===== src/sv/nrcc_pkg.sv =====
// Shared widths, item structs and the reference colour table of the colour classifier.
package nrcc_pkg;

  localparam int unsigned ChanW    = 16;  // raw channel count
  localparam int unsigned ScaledW  = 8;   // scaled channel
  localparam int unsigned ProdW    = ChanW + ScaledW;  // clamped count times 255
  localparam int unsigned QuoBits  = ScaledW;          // one division cell per quotient bit
  localparam int unsigned ShiftW   = $clog2(QuoBits);
  localparam int unsigned IdxW     = 4;
  localparam int unsigned DistW    = 18;
  localparam int unsigned NumChan  = 3;
  localparam int unsigned NumRefs  = 9;
  localparam int unsigned InDataW  = 48;  // 3 x 16 bits
  localparam int unsigned OutDataW = 48;  // 46 bits used, padded to whole bytes

  // Start value of the running minimum; above any reachable distance.
  localparam logic [DistW-1:0] DistMax = '1;

  localparam logic [ScaledW-1:0] RefRgb [NumRefs][NumChan] = '{
    '{8'd65,  8'd30,  8'd24},
    '{8'd85,  8'd27,  8'd18},
    '{8'd57,  8'd34,  8'd15},
    '{8'd21,  8'd26,  8'd21},
    '{8'd100, 8'd20,  8'd20},
    '{8'd20,  8'd100, 8'd20},
    '{8'd220, 8'd220, 8'd220},
    '{8'd80,  8'd80,  8'd80},
    '{8'd15,  8'd15,  8'd15}
  };

  // Item travelling through the division cells.
  typedef struct packed {
    logic [NumChan-1:0][ProdW-1:0]   rem;
    logic [NumChan-1:0][ScaledW-1:0] quo;
  } div_t;

  // Item travelling through the distance cells.
  typedef struct packed {
    logic [NumChan-1:0][ScaledW-1:0] rgb;
    logic [IdxW-1:0]                 idx;
    logic [DistW-1:0]                min_dist;
  } dist_t;

endpackage


===== src/sv/nrcc_dist_cell.sv =====
// One distance cell: measures against its reference colour and keeps the running minimum.
module nrcc_dist_cell (
  input  logic                        clk_i,
  input  logic                        rst_ni,
  input  logic [nrcc_pkg::IdxW-1:0]   ref_idx_i,
  input  logic                        valid_i,
  output logic                        ready_o,
  input  nrcc_pkg::dist_t             data_i,
  output logic                        valid_o,
  input  logic                        ready_i,
  output nrcc_pkg::dist_t             data_o
);

  logic                            valid_q;
  nrcc_pkg::dist_t                 data_q, data_d;
  logic [nrcc_pkg::ScaledW-1:0]    diff [nrcc_pkg::NumChan];
  logic [2*nrcc_pkg::ScaledW-1:0]  sq   [nrcc_pkg::NumChan];
  logic [nrcc_pkg::DistW-1:0]      cur_dist;

  assign ready_o = !valid_q || ready_i;

  always_comb begin
    cur_dist = '0;
    for (int c = 0; c < nrcc_pkg::NumChan; c++) begin
      diff[c] = (data_i.rgb[c] >= nrcc_pkg::RefRgb[ref_idx_i][c])
              ? data_i.rgb[c] - nrcc_pkg::RefRgb[ref_idx_i][c]
              : nrcc_pkg::RefRgb[ref_idx_i][c] - data_i.rgb[c];
      sq[c]    = diff[c] * diff[c];
      cur_dist = cur_dist + nrcc_pkg::DistW'(sq[c]);
    end
    data_d = data_i;
    // strict compare keeps the earliest reference on a tie
    if (cur_dist < data_i.min_dist) begin
      data_d.idx      = ref_idx_i;
      data_d.min_dist = cur_dist;
    end
  end

  always_ff @(posedge clk_i or negedge rst_ni) begin
    if (!rst_ni) begin
      valid_q <= 1'b0;
    end else if (ready_o) begin
      valid_q <= valid_i;
    end
  end

  always_ff @(posedge clk_i) begin
    if (ready_o && valid_i) begin
      data_q <= data_d;
    end
  end

  assign valid_o = valid_q;
  assign data_o  = data_q;

endmodule


===== config.mk =====
export PLATFORM = sky130hd
export DESIGN_NAME = nrcc_dist_cell
export DESIGN_NICKNAME = d
export VERILOG_FILES = /design/src/sv/nrcc_pkg.sv /design/src/sv/nrcc_dist_cell.sv
export SDC_FILE = /design/constraint.sdc
export NUM_CORES = 1
export LEC_CHECK = 0
export ABC_AREA = 1
export ABC_CLOCK_PERIOD_IN_PS = 5000
export CORE_MARGIN = 8
export CORE_UTILIZATION = 35
export DETAILED_ROUTE_END_ITERATION = 8
export DONT_BUFFER_PORTS = 1
export PLACE_DENSITY = 0.47
export SLEW_MARGIN = 20
export SYNTH_ARGS = -nofsm -noshare
export SYNTH_HDL_FRONTEND = slang
export SYNTH_SLANG_ARGS = --single-unit

===== constraint.sdc =====
create_clock -name clk_i -period 5 [get_ports clk_i]
set_input_delay 0.75 -clock clk_i [delete_from_list [all_inputs] [get_ports clk_i]]
set_output_delay 0.75 -clock clk_i [all_outputs]
set_load 0.01 [all_outputs]

Word-level counts from Yosys, hierarchy flattened --
Memory sizes are Yosys's and may differ from the RTL's. Index checks and enable logic that the tools add are counted.
Operators by class: mux-type cells 6, multipliers 3, $add $sub $neg 8, bitwise logic cells 1, magnitude comparators 5, reductions and logical operators 3
Operator list (number):
- $mul 8x8->16 | 3
- $mux 24 | 2
- $sub 8x8->8 | 6
- $ge 8x8->1 | 3
- $mux 8 | 3
- $mux 22 | 1
- $add 17x16->18 | 1
- $lt 18x18->1 | 1
- $add 16x16->17 | 1
- $ge 5x5->1 const B | 1
- $not 4->5 | 1
- $logic_and 1x1->1 | 1
- $logic_not 1->1 | 1
- $logic_or 1x1->1 | 1
Word-level totals: input port bits 54, logic and storage cells 33, ROM bits 384, flip-flop bits (word level) 47, memories kept 1
Memories:
- (name not given) | depth 16, bits a word 24, rd ports 1, clocked after Yosys merged registers in 0, wr ports 0, line nrcc_dist_cell.sv:27 | : nrcc_pkg::RefRgb[ref_idx_i][c] - data_i.rgb[c];

Longest topological paths before layout --
depth after elaboration 11, gate-level depth with buffers 54, gate-level depth less buffers 52

Worst setup path after synthesis --
OpenSTA, ideal clock, no wires.
kind in2reg, start input ref_idx_i[0] in the netlist's numbering, end register data_q, in the netlist data_o[17] (data pin), data arrival time 8.624 ns, path buffers 3, setup time 0.252 ns, stages 48, setup slack -3.877 ns, required time 4.748 ns, cell sequence inv_1 > ha_1 > nor2_1 > nor2_1 > nor2_1 > inv_1 > ha_1 > buf_6 > nand2_4 > inv_4 > nand2_4 > nand2_2 > nand2_2 > nand2_2 > nor2_4 > nand2_2 > o21ai_4 > inv_2 > (+12 left out) > a21oi_1 > nand2_1 > nand3_1 > nand2_1 > xnor2_1 > inv_1 > ha_1 > nand2_1 > inv_1 > nor2_1 > o21a_1 > nand2_1 > nand2_1 > nand3_1 > buf_2 > buf_2 > nand2_1 > nand2_1
RTL lines:
- start, declared | line nrcc_dist_cell.sv:5 | input logic [nrcc_pkg::IdxW-1:0] ref_idx_i,
- end signal, assigned | line nrcc_dist_cell.sv:49 | data_q <= data_d;
- end, declared | line nrcc_dist_cell.sv:15 | nrcc_pkg::dist_t data_q, data_d;

==> results_tabular.tex <==
\begin{tabular}{lr}
\hline
Metric & Value \\
\hline
\multicolumn{2}{l}{\textbf{Critical path}} \\
Slowest cell on crit path & sky130\_fd\_sc\_hd\_\_fa\_2 \\
Setup crit end kind & register \\
Buf/Inv on CP & 17 \\
Kind of cell with the highest combined delay on the critical path & adder cells \\
Slowest Stage Delay on Critical Path & 0.59 ns \\
Worst EP arrival & 8.62 ns \\
CP required & 5.06 ns \\
Critical Path Source Type & input pin \\
Worst setup path category & input pin to register \\
Largest fanout on the critical path & 8 \\
Most used cell, CP & sky130\_fd\_sc\_hd\_\_buf\_4 \\
\multicolumn{2}{l}{\textbf{CTS}} \\
CTS hold repair buffers & 0 \\
Worst-path clk slew & 0.07 ns \\
CTS root buf & sky130\_fd\_sc\_hd\_\_clkbuf\_16 \\
Clock tree from TritonCTS & yes \\
Clock buffer count from CTS & 5 \\
Clock insertion delay at the later pin of the skew report & roughly 0.3 ns \\
Sink Count & 47 \\
Maximum clock insertion buffer count & 2 \\
Number of levels the H-tree was split into & 2 \\
\multicolumn{2}{l}{\textbf{Synth}} \\
Total nets after synthesis & 1677 \\
Mean cell area of the mapped netlist & 7.87 um\^{}2 \\
Combined area of all synthesized cells & 0.0105 mm\^{}2 \\
Flops \& latches, synth & 47 \\
Count of warnings emitted by yosys & 0 \\
Post-synth top flop & sky130\_fd\_sc\_hd\_\_edfxtp\_1 \\
Synth cell types & 44 \\
Sequential share of the synthesized area & 13.4\% \\
Number of flops mapped to enable cells by yosys & 46 \\
Async set-reset flop share out of synthesis & 2.13\% \\
Post-Synthesis Cells & approximately 1300 \\
\multicolumn{2}{l}{\textbf{Die}} \\
Floorplan row count & 63 \\
Total die area & $\sim$0.036 mm\^{}2 \\
Initial Utilization & 35.5\% \\
Std-Cell Core Area & 0.0296 mm\^{}2 \\
Floorplan die width & between 150 and 200 um \\
I/O pin total & 102 \\
Die outline height & 189 um \\
\multicolumn{2}{l}{\textbf{Final layout}} \\
Filler Cells Inserted & 3006 \\
Synthesis-to-layout area growth & 36.7\% \\
\# nets final & 1947 \\
Final antenna diode count & 0 \\
Most common cell after layout, fill and taps aside & sky130\_fd\_sc\_hd\_\_inv\_1 \\
Most frequent cells in the layout & sky130\_fd\_sc\_hd\_\_inv\_1, sky130\_fd\_sc\_hd\_\_buf\_4, sky130\_fd\_sc\_hd\_\_nand2\_1 \\
Share of cells above drive strength 1 & 34.8\% \\
\multicolumn{2}{l}{\textbf{Drt}} \\
Mean routed wirelength per cell & 14.2 um \\
Post-route DRC violation count & 0 \\
DR vias/cell & 4.48 \\
Number of violations reported at the end of detailed-routing iteration 0 & 385 \\
Post-DRT Antenna Nets & 0 \\
DR vias & 8946 \\
Number of optimization iterations in the first detailed-route pass & 5 \\
Total wire length after detailed routing & 28400 um \\
\multicolumn{2}{l}{\textbf{GRT}} \\
Number of antenna violations at the first check in global routing & 0 \\
Pin count of the biggest net entering global routing & 47 \\
Overall overflow remaining after global route & 0 \\
Via count of the first global-routing pass & 9635 \\
Wire length of the first global-routing pass & 48100 um \\
Overall Global Routing Usage & about 17\% \\
\multicolumn{2}{l}{\textbf{Timing}} \\
Setup repair after global routing missed its margin & yes \\
Max-slew headroom & 54.7\% \\
Highest clock rate & 117 MHz \\
Number of hold violations in the final report & 0 \\
Final setup violation count & 22 \\
Max Clock Skew & 0.00582 ns \\
Worst-margin pin slew & 0.680 ns \\
Worst-case hold slack & 0.132 ns \\
Max-slew violation count & 0 \\
Setup WS post-layout & -3.56 ns \\
Final clock period utilization by the worst path & 171\% \\
Shortest period the worst path allows & 8.56 ns \\
\multicolumn{2}{l}{\textbf{Min path}} \\
Path type of the worst min-delay path & input pin to asynchronous set/reset pin \\
\multicolumn{2}{l}{\textbf{Job}} \\
\# Max-Cap Violations & 0 \\
\multicolumn{2}{l}{\textbf{Placed design}} \\
DPL Wire Length & 24000 um \\
Final GP Congestion & 0.845 \\
Count of input and output buffers & 0 \\
\multicolumn{2}{l}{\textbf{Status}} \\
Run status & finished with violations \\
Violated checks & setup timing \\
\hline
\end{tabular}
[sequential cells by signal (all words and copies together), names as in the netlist]
name	count
valid_o	1
data_o	46
[path summary, 6_finish.rpt]
path	end	start	slack (ns)	depth (start not counted)
min reg2reg	valid_o	valid_o	0.73	2
max reg2reg	data_o[42]	valid_o	3.43	2
max in group asynchronous	valid_o	rst_ni	4.80	0
max	data_o[17]	ref_idx_i[2]	-3.56	45
min in group clk_i	data_o[30]	data_i[30]	0.53	0
min	valid_o	rst_ni	0.13	0
[cell families (layout without fill, tap and decap cells)]
family / Yosys count / in the layout / synth area share, %
compound gates: 92 / 92 / 5.22
xor+xnor: 26 / 26 / 2.16
buf+inv: 370 / 639 / 13.7
simple gates: 516 / 517 / 21.6
fa+ha+maj: 286 / 286 / 43.9
flops: 47 / 47 / 13.4
[layer usage]
layer  track usage, %  vias to the layer above  routed length [um]
met5                0                        -                   0
met4             3.61                        0                 400
met3             1.60                       24                 723
met2             28.7                      116               13800
met1             22.1                     4268               13500
li1                 -                     4538                   -
[Yosys cell counts, drive strengths merged (7+ instances only)]
| library cell | n | area, um^2 |
|---|---|---|
| xnor2 | 7 | 61.3 |
| o21ai | 29 | 175 |
| buf | 9 | 72.6 |
| o21a | 9 | 68.8 |
| ha | 147 | 1840 |
| edfxtp | 46 | 1380 |
| nand3 | 46 | 258 |
| fa | 139 | 2780 |
| inv | 358 | 1350 |
| a21oi | 47 | 254 |
| nor2 | 131 | 529 |
| xor2 | 19 | 166 |
| nand4 | 11 | 68.8 |
| nand2 | 316 | 1340 |
[timing repair]
item,4_1_cts,5_1_grt
setup endpoints to repair,22,22
pin swaps,27,57
buffers inserted,33,15
gates cloned,3,0
resized for setup,128,110
[final cells by class]
class	instances	area, um^2	area share, %
timing repair buffer	273	2140	14.9
clock inverter	2	37.5	0.261
clock buffer	5	125	0.870
multi-input combinational	921	8790	61.1
inverter	359	1400	9.72
sequential	47	1410	9.77
tap	390	488	3.39
[stage by stage]
step	utilization [%]	cell area, um^2	setup WS, ns	cells	TNS, ns
floorplan	-	10800	-3.28	1337	-70.97
global placement	43.4	12900	-4.05	1940	-88.35
detailed placement	43.4	12900	-4.10	1940	-89.05
CTS	46.7	13800	-3.43	1983	-74.50
global route	48.5	14400	-3.92	1997	-85.85
finish	48.5	14400	-3.56	1997	-77.11
Power is not shown: default switching activity piles up to over one toggle a cycle in this logic, so the estimate is an artifact.
