[config.mk]
export PLATFORM = sky130hd
export DESIGN_NAME = nrcc_div_cell
export DESIGN_NICKNAME = d
export VERILOG_FILES = /design/src/sv/nrcc_pkg.sv /design/src/sv/nrcc_div_cell.sv
export SDC_FILE = /design/constraint.sdc
export NUM_CORES = 1
export LEC_CHECK = 0
export BUFFER_PORTS_ARGS = -buffer_cell sky130_fd_sc_hd__buf_2
export CAP_MARGIN = 10
export CORE_UTILIZATION = 58
export DETAILED_ROUTE_END_ITERATION = 10
export PLACE_DENSITY = 0.94
export SYNTH_ARGS = -nofsm -noshare
export SYNTH_HDL_FRONTEND = slang
export SYNTH_SLANG_ARGS = --single-unit
[constraint.sdc]
create_clock -name clk_i -period 9.2 [get_ports clk_i]
set_clock_uncertainty 0.05 [all_clocks]
set_input_delay 1.84 -clock clk_i [delete_from_list [all_inputs] [get_ports clk_i]]
set_output_delay 1.84 -clock clk_i [all_outputs]
set_load 0.005 [all_outputs]
[src/sv/nrcc_pkg.sv]
// Shared widths, item structs and the reference colour table of the colour classifier.
package nrcc_pkg;

  localparam int unsigned ChanW    = 16;  // raw channel count
  localparam int unsigned ScaledW  = 8;   // scaled channel
  localparam int unsigned ProdW    = ChanW + ScaledW;  // clamped count times 255
  localparam int unsigned QuoBits  = ScaledW;          // one division cell per quotient bit
  localparam int unsigned ShiftW   = $clog2(QuoBits);
  localparam int unsigned IdxW     = 4;
  localparam int unsigned DistW    = 18;
  localparam int unsigned NumChan  = 3;
  localparam int unsigned NumRefs  = 9;
  localparam int unsigned InDataW  = 48;  // 3 x 16 bits
  localparam int unsigned OutDataW = 48;  // 46 bits used, padded to whole bytes

  // Start value of the running minimum; above any reachable distance.
  localparam logic [DistW-1:0] DistMax = '1;

  localparam logic [ScaledW-1:0] RefRgb [NumRefs][NumChan] = '{
    '{8'd65,  8'd30,  8'd24},
    '{8'd85,  8'd27,  8'd18},
    '{8'd57,  8'd34,  8'd15},
    '{8'd21,  8'd26,  8'd21},
    '{8'd100, 8'd20,  8'd20},
    '{8'd20,  8'd100, 8'd20},
    '{8'd220, 8'd220, 8'd220},
    '{8'd80,  8'd80,  8'd80},
    '{8'd15,  8'd15,  8'd15}
  };

  // Item travelling through the division cells.
  typedef struct packed {
    logic [NumChan-1:0][ProdW-1:0]   rem;
    logic [NumChan-1:0][ScaledW-1:0] quo;
  } div_t;

  // Item travelling through the distance cells.
  typedef struct packed {
    logic [NumChan-1:0][ScaledW-1:0] rgb;
    logic [IdxW-1:0]                 idx;
    logic [DistW-1:0]                min_dist;
  } dist_t;

endpackage

[src/sv/nrcc_div_cell.sv]
// One restoring division cell: settles one quotient bit for all three channels.
module nrcc_div_cell (
  input  logic                         clk_i,
  input  logic                         rst_ni,
  input  logic [nrcc_pkg::ChanW-1:0]   divisor_i,
  input  logic [nrcc_pkg::ShiftW-1:0]  shift_i,
  input  logic                         valid_i,
  output logic                         ready_o,
  input  nrcc_pkg::div_t               data_i,
  output logic                         valid_o,
  input  logic                         ready_i,
  output nrcc_pkg::div_t               data_o
);

  logic                          valid_q;
  nrcc_pkg::div_t                data_q, data_d;
  logic [nrcc_pkg::ProdW-1:0]    div_sh;

  assign div_sh  = nrcc_pkg::ProdW'(divisor_i) << shift_i;
  assign ready_o = !valid_q || ready_i;

  always_comb begin
    data_d = data_i;
    for (int c = 0; c < nrcc_pkg::NumChan; c++) begin
      if (data_i.rem[c] >= div_sh) begin
        data_d.rem[c] = data_i.rem[c] - div_sh;
        data_d.quo[c] = {data_i.quo[c][nrcc_pkg::ScaledW-2:0], 1'b1};
      end else begin
        data_d.quo[c] = {data_i.quo[c][nrcc_pkg::ScaledW-2:0], 1'b0};
      end
    end
  end

  always_ff @(posedge clk_i or negedge rst_ni) begin
    if (!rst_ni) begin
      valid_q <= 1'b0;
    end else if (ready_o) begin
      valid_q <= valid_i;
    end
  end

  always_ff @(posedge clk_i) begin
    if (ready_o && valid_i) begin
      data_q <= data_d;
    end
  end

  assign valid_o = valid_q;
  assign data_o  = data_q;

endmodule

**Yosys cells after proc, flatten, opt, wreduce, memory -nomap -nowiden**

Index checks and enable logic that the tools add are counted.

- Flip-flop bits (word level): 97
- Bits of input ports: 119
- Output and inout port bits: 98
- Word-level logic and storage cells: 23

- $add $sub $neg: 3
- Order comparisons: 3
- Shift-type cells: 1
- Mux-type cells: 6
- Reduce and logical (&&, ||, !) cells: 3

Operator list:

| cell | count |
|---|---|
| $ge 24x24->1 | 3 |
| $mux 24 | 3 |
| $sub 24x24->24 | 3 |
| $shl 16x3->24 | 1 |
| $mux 1 | 3 |
| $logic_and 1x1->1 | 1 |
| $logic_not 1->1 | 1 |
| $logic_or 1x1->1 | 1 |

**Longest topological paths before layout**

- Depth after elaboration: 3
- Depth in mapped cells: 16
- Gate-level depth less buffers: 13

**Least setup slack after synthesis**

Ideal clock, no wire load.

- Kind: input to register
- Start point: input port shift_i[1] (netlist name)
- End point: register data_q (netlist bit data_o[71]) (data pin)
- Data arrival time: 5.237 ns
- Required time: 8.890 ns
- Slack: 3.653 ns
- Stages on the path: 14
- Path buffers: 3
- Cells stage by stage: clkbuf_1 > clkbuf_1 > mux4_2 > a22oi_1 > ha_1 > buf_6 > a21o_1 > a311oi_1 > o21ai_1 > a211oi_2 > or4b_4 > nand2_4 > nor2_1 > mux2_2

RTL lines:

| what | line | text |
|---|---|---|
| start, declared | nrcc_div_cell.sv:6 | `input logic [nrcc_pkg::ShiftW-1:0] shift_i,` |
| end signal, assigned | nrcc_div_cell.sv:44 | `data_q <= data_d;` |
| end, declared | nrcc_div_cell.sv:16 | `nrcc_pkg::div_t data_q, data_d;` |

==> impl_results.md <==
- Portion of synthesized cell area occupied by the leading cell type: 36.6%
- Leading cell types by total area after synthesis: sky130_fd_sc_hd__edfxtp_1, sky130_fd_sc_hd__ha_1, sky130_fd_sc_hd__a21oi_1
- Worst hold path class: flop to flop
- Synth Warn #: 0
- Full die area: 14,100 um^2
- Synth async-reset ratio: 1.03%
- Number of detailed-route iterations in the first pass: 6
- Required arrival time at the worst endpoint: 9.25 ns
- Number of distinct library cells after synthesis: 68
- Post-CTS setup buffers: 0
- Fin. Hold Viols: 0
- DRC marker count from the first detailed-route iteration: 676
- Hold-fix buffer count after cts: 0
- Core occupancy in the finished layout: 71.1%
- Final standard cell count with taps included and fillers excluded: 1,209
- Layout Cell Area excl Fill: 9410 um^2
- Result of the run: completed
- Cell Pwr Density: 173 nW/um^2
- H-tree level count: 3
- Startpoint of the worst-slack reg-to-reg timing path: valid_o
- Complex-gate fraction of the synthesized area: 21.1%
- Die boundary height: 119 um
- Worst slew pin tran: 0.857 ns
- DP Wirelength: 16.9 mm
- Cell area after placement: 9060 um^2
- Worst-Skew Late Latency: 0.35 ns
- Final layout net count: 1,218
- Number of pins exceeding their max-slew limit in the final report: 0
- Maximum number of pins on one net before global-route repair: 62
- Buf+Inv Stages, Crit Path: 2
- Crit path capture type: flop
- Reg clk slew, reported paths: 0.07 ns
- Crit-path cells: buf_2, mux2_2, nor2_1, a21oi_1, mux2i_1, ha_1, a21o_1, and3_1, o41ai_1, or2_2, nand4_1, buf_4, mux2_2
- Max Clk Rate: 163 MHz
- CP Data Arrival Time: 6.21 ns
- Crit path launch type: input pin
- Total congestion overflow after global routing: 0
- Clock root buffer master: sky130_fd_sc_hd__clkbuf_16
- Register-to-register path setup slack: 7.10 ns
- Final count of negative-setup-slack endpoints: 0
- Worst reg2reg endpoint: data_o[84]
- Flip-flop and latch count after synthesis: 97
- Final TNS setup: 0 ns
- Most area-hungry cell type in the Yosys netlist: sky130_fd_sc_hd__edfxtp_1
- Global-route wire length before repair: 33.9 mm
- Placement row count: 42
- Layout cell share with drive strength beyond 1: 25.7%
- Main combinational cell family by area after synthesis: compound AO/OA/AOI/OAI gates
- RSZ-0062 raised after global routing: false
- Synth Cell Area: 7890 um^2
- Count of buffers inserted at the top-level ports: 213
- Max Fanout on Critical Path: 26
- Adder-cell share of the synthesized area: 12.2%
- Vias in the first global route: 6,932
- Register area share after synthesis: 36.9%
- Instance count of the mapped netlist: 827
- Simple-gate share of the synthesized area: 14.0%
- Inst Count DP: 1,189
- Final weighted congestion of routability-driven global placement: 0.943
- Critical path's most frequent cell: sky130_fd_sc_hd__mux2_2
- MaxCap Viol Count: 0
- GRT Total Usage: 30.7%
- Count of flip-flops with a built-in enable after synthesis: 96
- CP max-delay cell: sky130_fd_sc_hd__mux2i_1
- Average cell area after synthesis: 9.53 um^2
- Effective utilization at floorplan: 59.5%
- Via total after detailed routing: 7,400
- I/O pin count: 217
- Syn_nets: 1,021
- Fraction of synthesized area in multiplexers: 6.62%
- Count of cells resized by post-cts repair: 0
- Antenna violations before repair: 5
- Area grow syn2layout: 19.3%
- TritonCTS sink count: 97
- Worst setup slack before clock tree synthesis: 2.84 ns
- Setup slack after layout: 3.05 ns
- HP Start: valid_o
- R2R depth: 3
- Max_slew headroom: 41.2%
- Delay-heaviest family, CP: multiplexers
- Worst min-delay path endpoint: valid_o
- Pwr Total: 1.63 mW
- Routed wirelength normalized by instance count: 17.8 um
- Num CTS Buffers: 9
- Total core area: 13,200 um^2
- Minimum period implied by the final worst setup slack: 6.15 ns
- Bufs on Longest Clock Path: 2
- Smallest hold slack: 0.480 ns
- Most instantiated flip-flop cell in the synthesis netlist: sky130_fd_sc_hd__edfxtp_1
- Kind of critical path: input pin to flop
- Final routed DRC violation total: 0
- Final ANT Viol Nets: 0
- Via-to-Cell Ratio: 6.12
- Die span in x: 119 um
- Largest incremental delay on the critical path: 0.60 ns
- Drt total wl: 21.5 mm
- Depth of the worst hold-timing path: 2
- Lkg Pwr: 4.05 nW
- Crit share post-route: 66.9%
- TritonCTS clock tree: built
- Synthesized-area fraction occupied by xor and xnor cells: 6.44%
- Worst IR drop on VDD: 84.3 uV
flip-flops by register name (all words and copies together), names as in the netlist:
register,cells
data_o,96
valid_o,1
layout by cell type (no fill, tap or decap), types with 4 or more instances in the layout:
master	n
sky130_fd_sc_hd__inv_1	21
sky130_fd_sc_hd__a31oi_1	11
sky130_fd_sc_hd__mux2i_1	24
sky130_fd_sc_hd__nand4_1	18
sky130_fd_sc_hd__a311oi_1	4
sky130_fd_sc_hd__a21o_1	25
sky130_fd_sc_hd__and3_1	9
sky130_fd_sc_hd__nand3_1	5
sky130_fd_sc_hd__and2_1	8
sky130_fd_sc_hd__mux4_2	6
sky130_fd_sc_hd__nand2b_1	10
sky130_fd_sc_hd__a21oi_1	85
sky130_fd_sc_hd__a211oi_1	8
sky130_fd_sc_hd__nor2_1	57
sky130_fd_sc_hd__nor2b_1	13
sky130_fd_sc_hd__buf_2	213
sky130_fd_sc_hd__ha_1	72
sky130_fd_sc_hd__edfxtp_1	96
sky130_fd_sc_hd__nand2_1	87
sky130_fd_sc_hd__mux2_2	13
sky130_fd_sc_hd__a21boi_0	4
sky130_fd_sc_hd__diode_2	4
sky130_fd_sc_hd__o21a_1	8
sky130_fd_sc_hd__nor3_1	11
sky130_fd_sc_hd__clkbuf_16	9
sky130_fd_sc_hd__o21ai_0	80
sky130_fd_sc_hd__o21bai_1	4
sky130_fd_sc_hd__xnor2_1	31
sky130_fd_sc_hd__xor2_1	27
how the worst max path moves through the flow:
stage | from | to | slack, ns | cells after the start
final | shift_i[1] | data_o[78] | 3.05 | 13
after global routing | shift_i[1] | data_o[78] | 2.85 | 13
after CTS | shift_i[1] | data_o[78] | 3.15 | 13
after detailed placement | shift_i[1] | data_o[37] | 2.84 | 14
after global placement | shift_i[1] | data_o[37] | 2.88 | 14
after floorplan | shift_i[1] | data_o[71] | 3.65 | 14
power by group:
| group | internal [mW] | switching [mW] | leakage, nW |
|---|---|---|---|
| sequential | 0.567 | 0.0126 | 0.923 |
| combinational | 0.263 | 0.360 | 2.97 |
| clock | 0.244 | 0.181 | 0.161 |
cell usage after synthesis, types with 4 or more instances:
cell type and count:
sky130_fd_sc_hd__mux2_2 13, sky130_fd_sc_hd__a21boi_0 4, sky130_fd_sc_hd__nor2_1 57, sky130_fd_sc_hd__xor2_1 27, sky130_fd_sc_hd__mux4_2 6, sky130_fd_sc_hd__a21o_1 25
sky130_fd_sc_hd__a311oi_1 4, sky130_fd_sc_hd__nor2b_1 13, sky130_fd_sc_hd__xnor2_1 31, sky130_fd_sc_hd__nor3_1 11, sky130_fd_sc_hd__edfxtp_1 96, sky130_fd_sc_hd__inv_1 21
sky130_fd_sc_hd__a21oi_1 85, sky130_fd_sc_hd__nand2b_1 10, sky130_fd_sc_hd__buf_2 4, sky130_fd_sc_hd__and2_1 9, sky130_fd_sc_hd__mux2i_1 24, sky130_fd_sc_hd__and3_1 9
sky130_fd_sc_hd__nand3_1 5, sky130_fd_sc_hd__ha_1 72, sky130_fd_sc_hd__a31oi_1 11, sky130_fd_sc_hd__nand4_1 18, sky130_fd_sc_hd__nand2_1 87, sky130_fd_sc_hd__o21a_1 8
sky130_fd_sc_hd__o21ai_0 80, sky130_fd_sc_hd__o21bai_1 4, sky130_fd_sc_hd__clkbuf_1 21, sky130_fd_sc_hd__a211oi_1 8
routing by layer:
layer / vias to the layer above / share of wire, % / track usage (%)
met3: 80 / 9.7 / 6.71
met4: 2 / 4.5 / 16.9
met1: 3378 / 39 / 37.6
met2: 410 / 47 / 50.4
li1: 3530 / - / -
met5: - / 0.042 / 0
cell families after synthesis:
kind of cell / count (synthesis)
AOI/OAI and AO/OA: 268
and+or+nand+nor: 234
buffers and inverters: 52
xor gates and xnor gates: 58
adders and majority gates: 75
DFF: 97
muxes: 43
worst reg2reg max path: cells and delay by family, from the launching register on:
family / cells / cell delay [ns]
buf+inv: 1 / 0.69
flops: 1 / 0.38
simple gates: 2 / 0.57
final cells by class:
| cell class | count | area (um^2) |
|---|---|---|
| Fill cell | 1009 | 3830 |
| Tap cell | 176 | 220 |
| Clock buffer | 9 | 225 |
| Clock inverter | 7 | 113 |
| Sequential cell | 97 | 2910 |
| Antenna cell | 4 | 10.0 |
| Inverter | 22 | 82.6 |
| Multi-Input combinational cell | 678 | 4760 |
| Timing Repair Buffer | 216 | 1090 |
(Power assumes the default switching activity.)
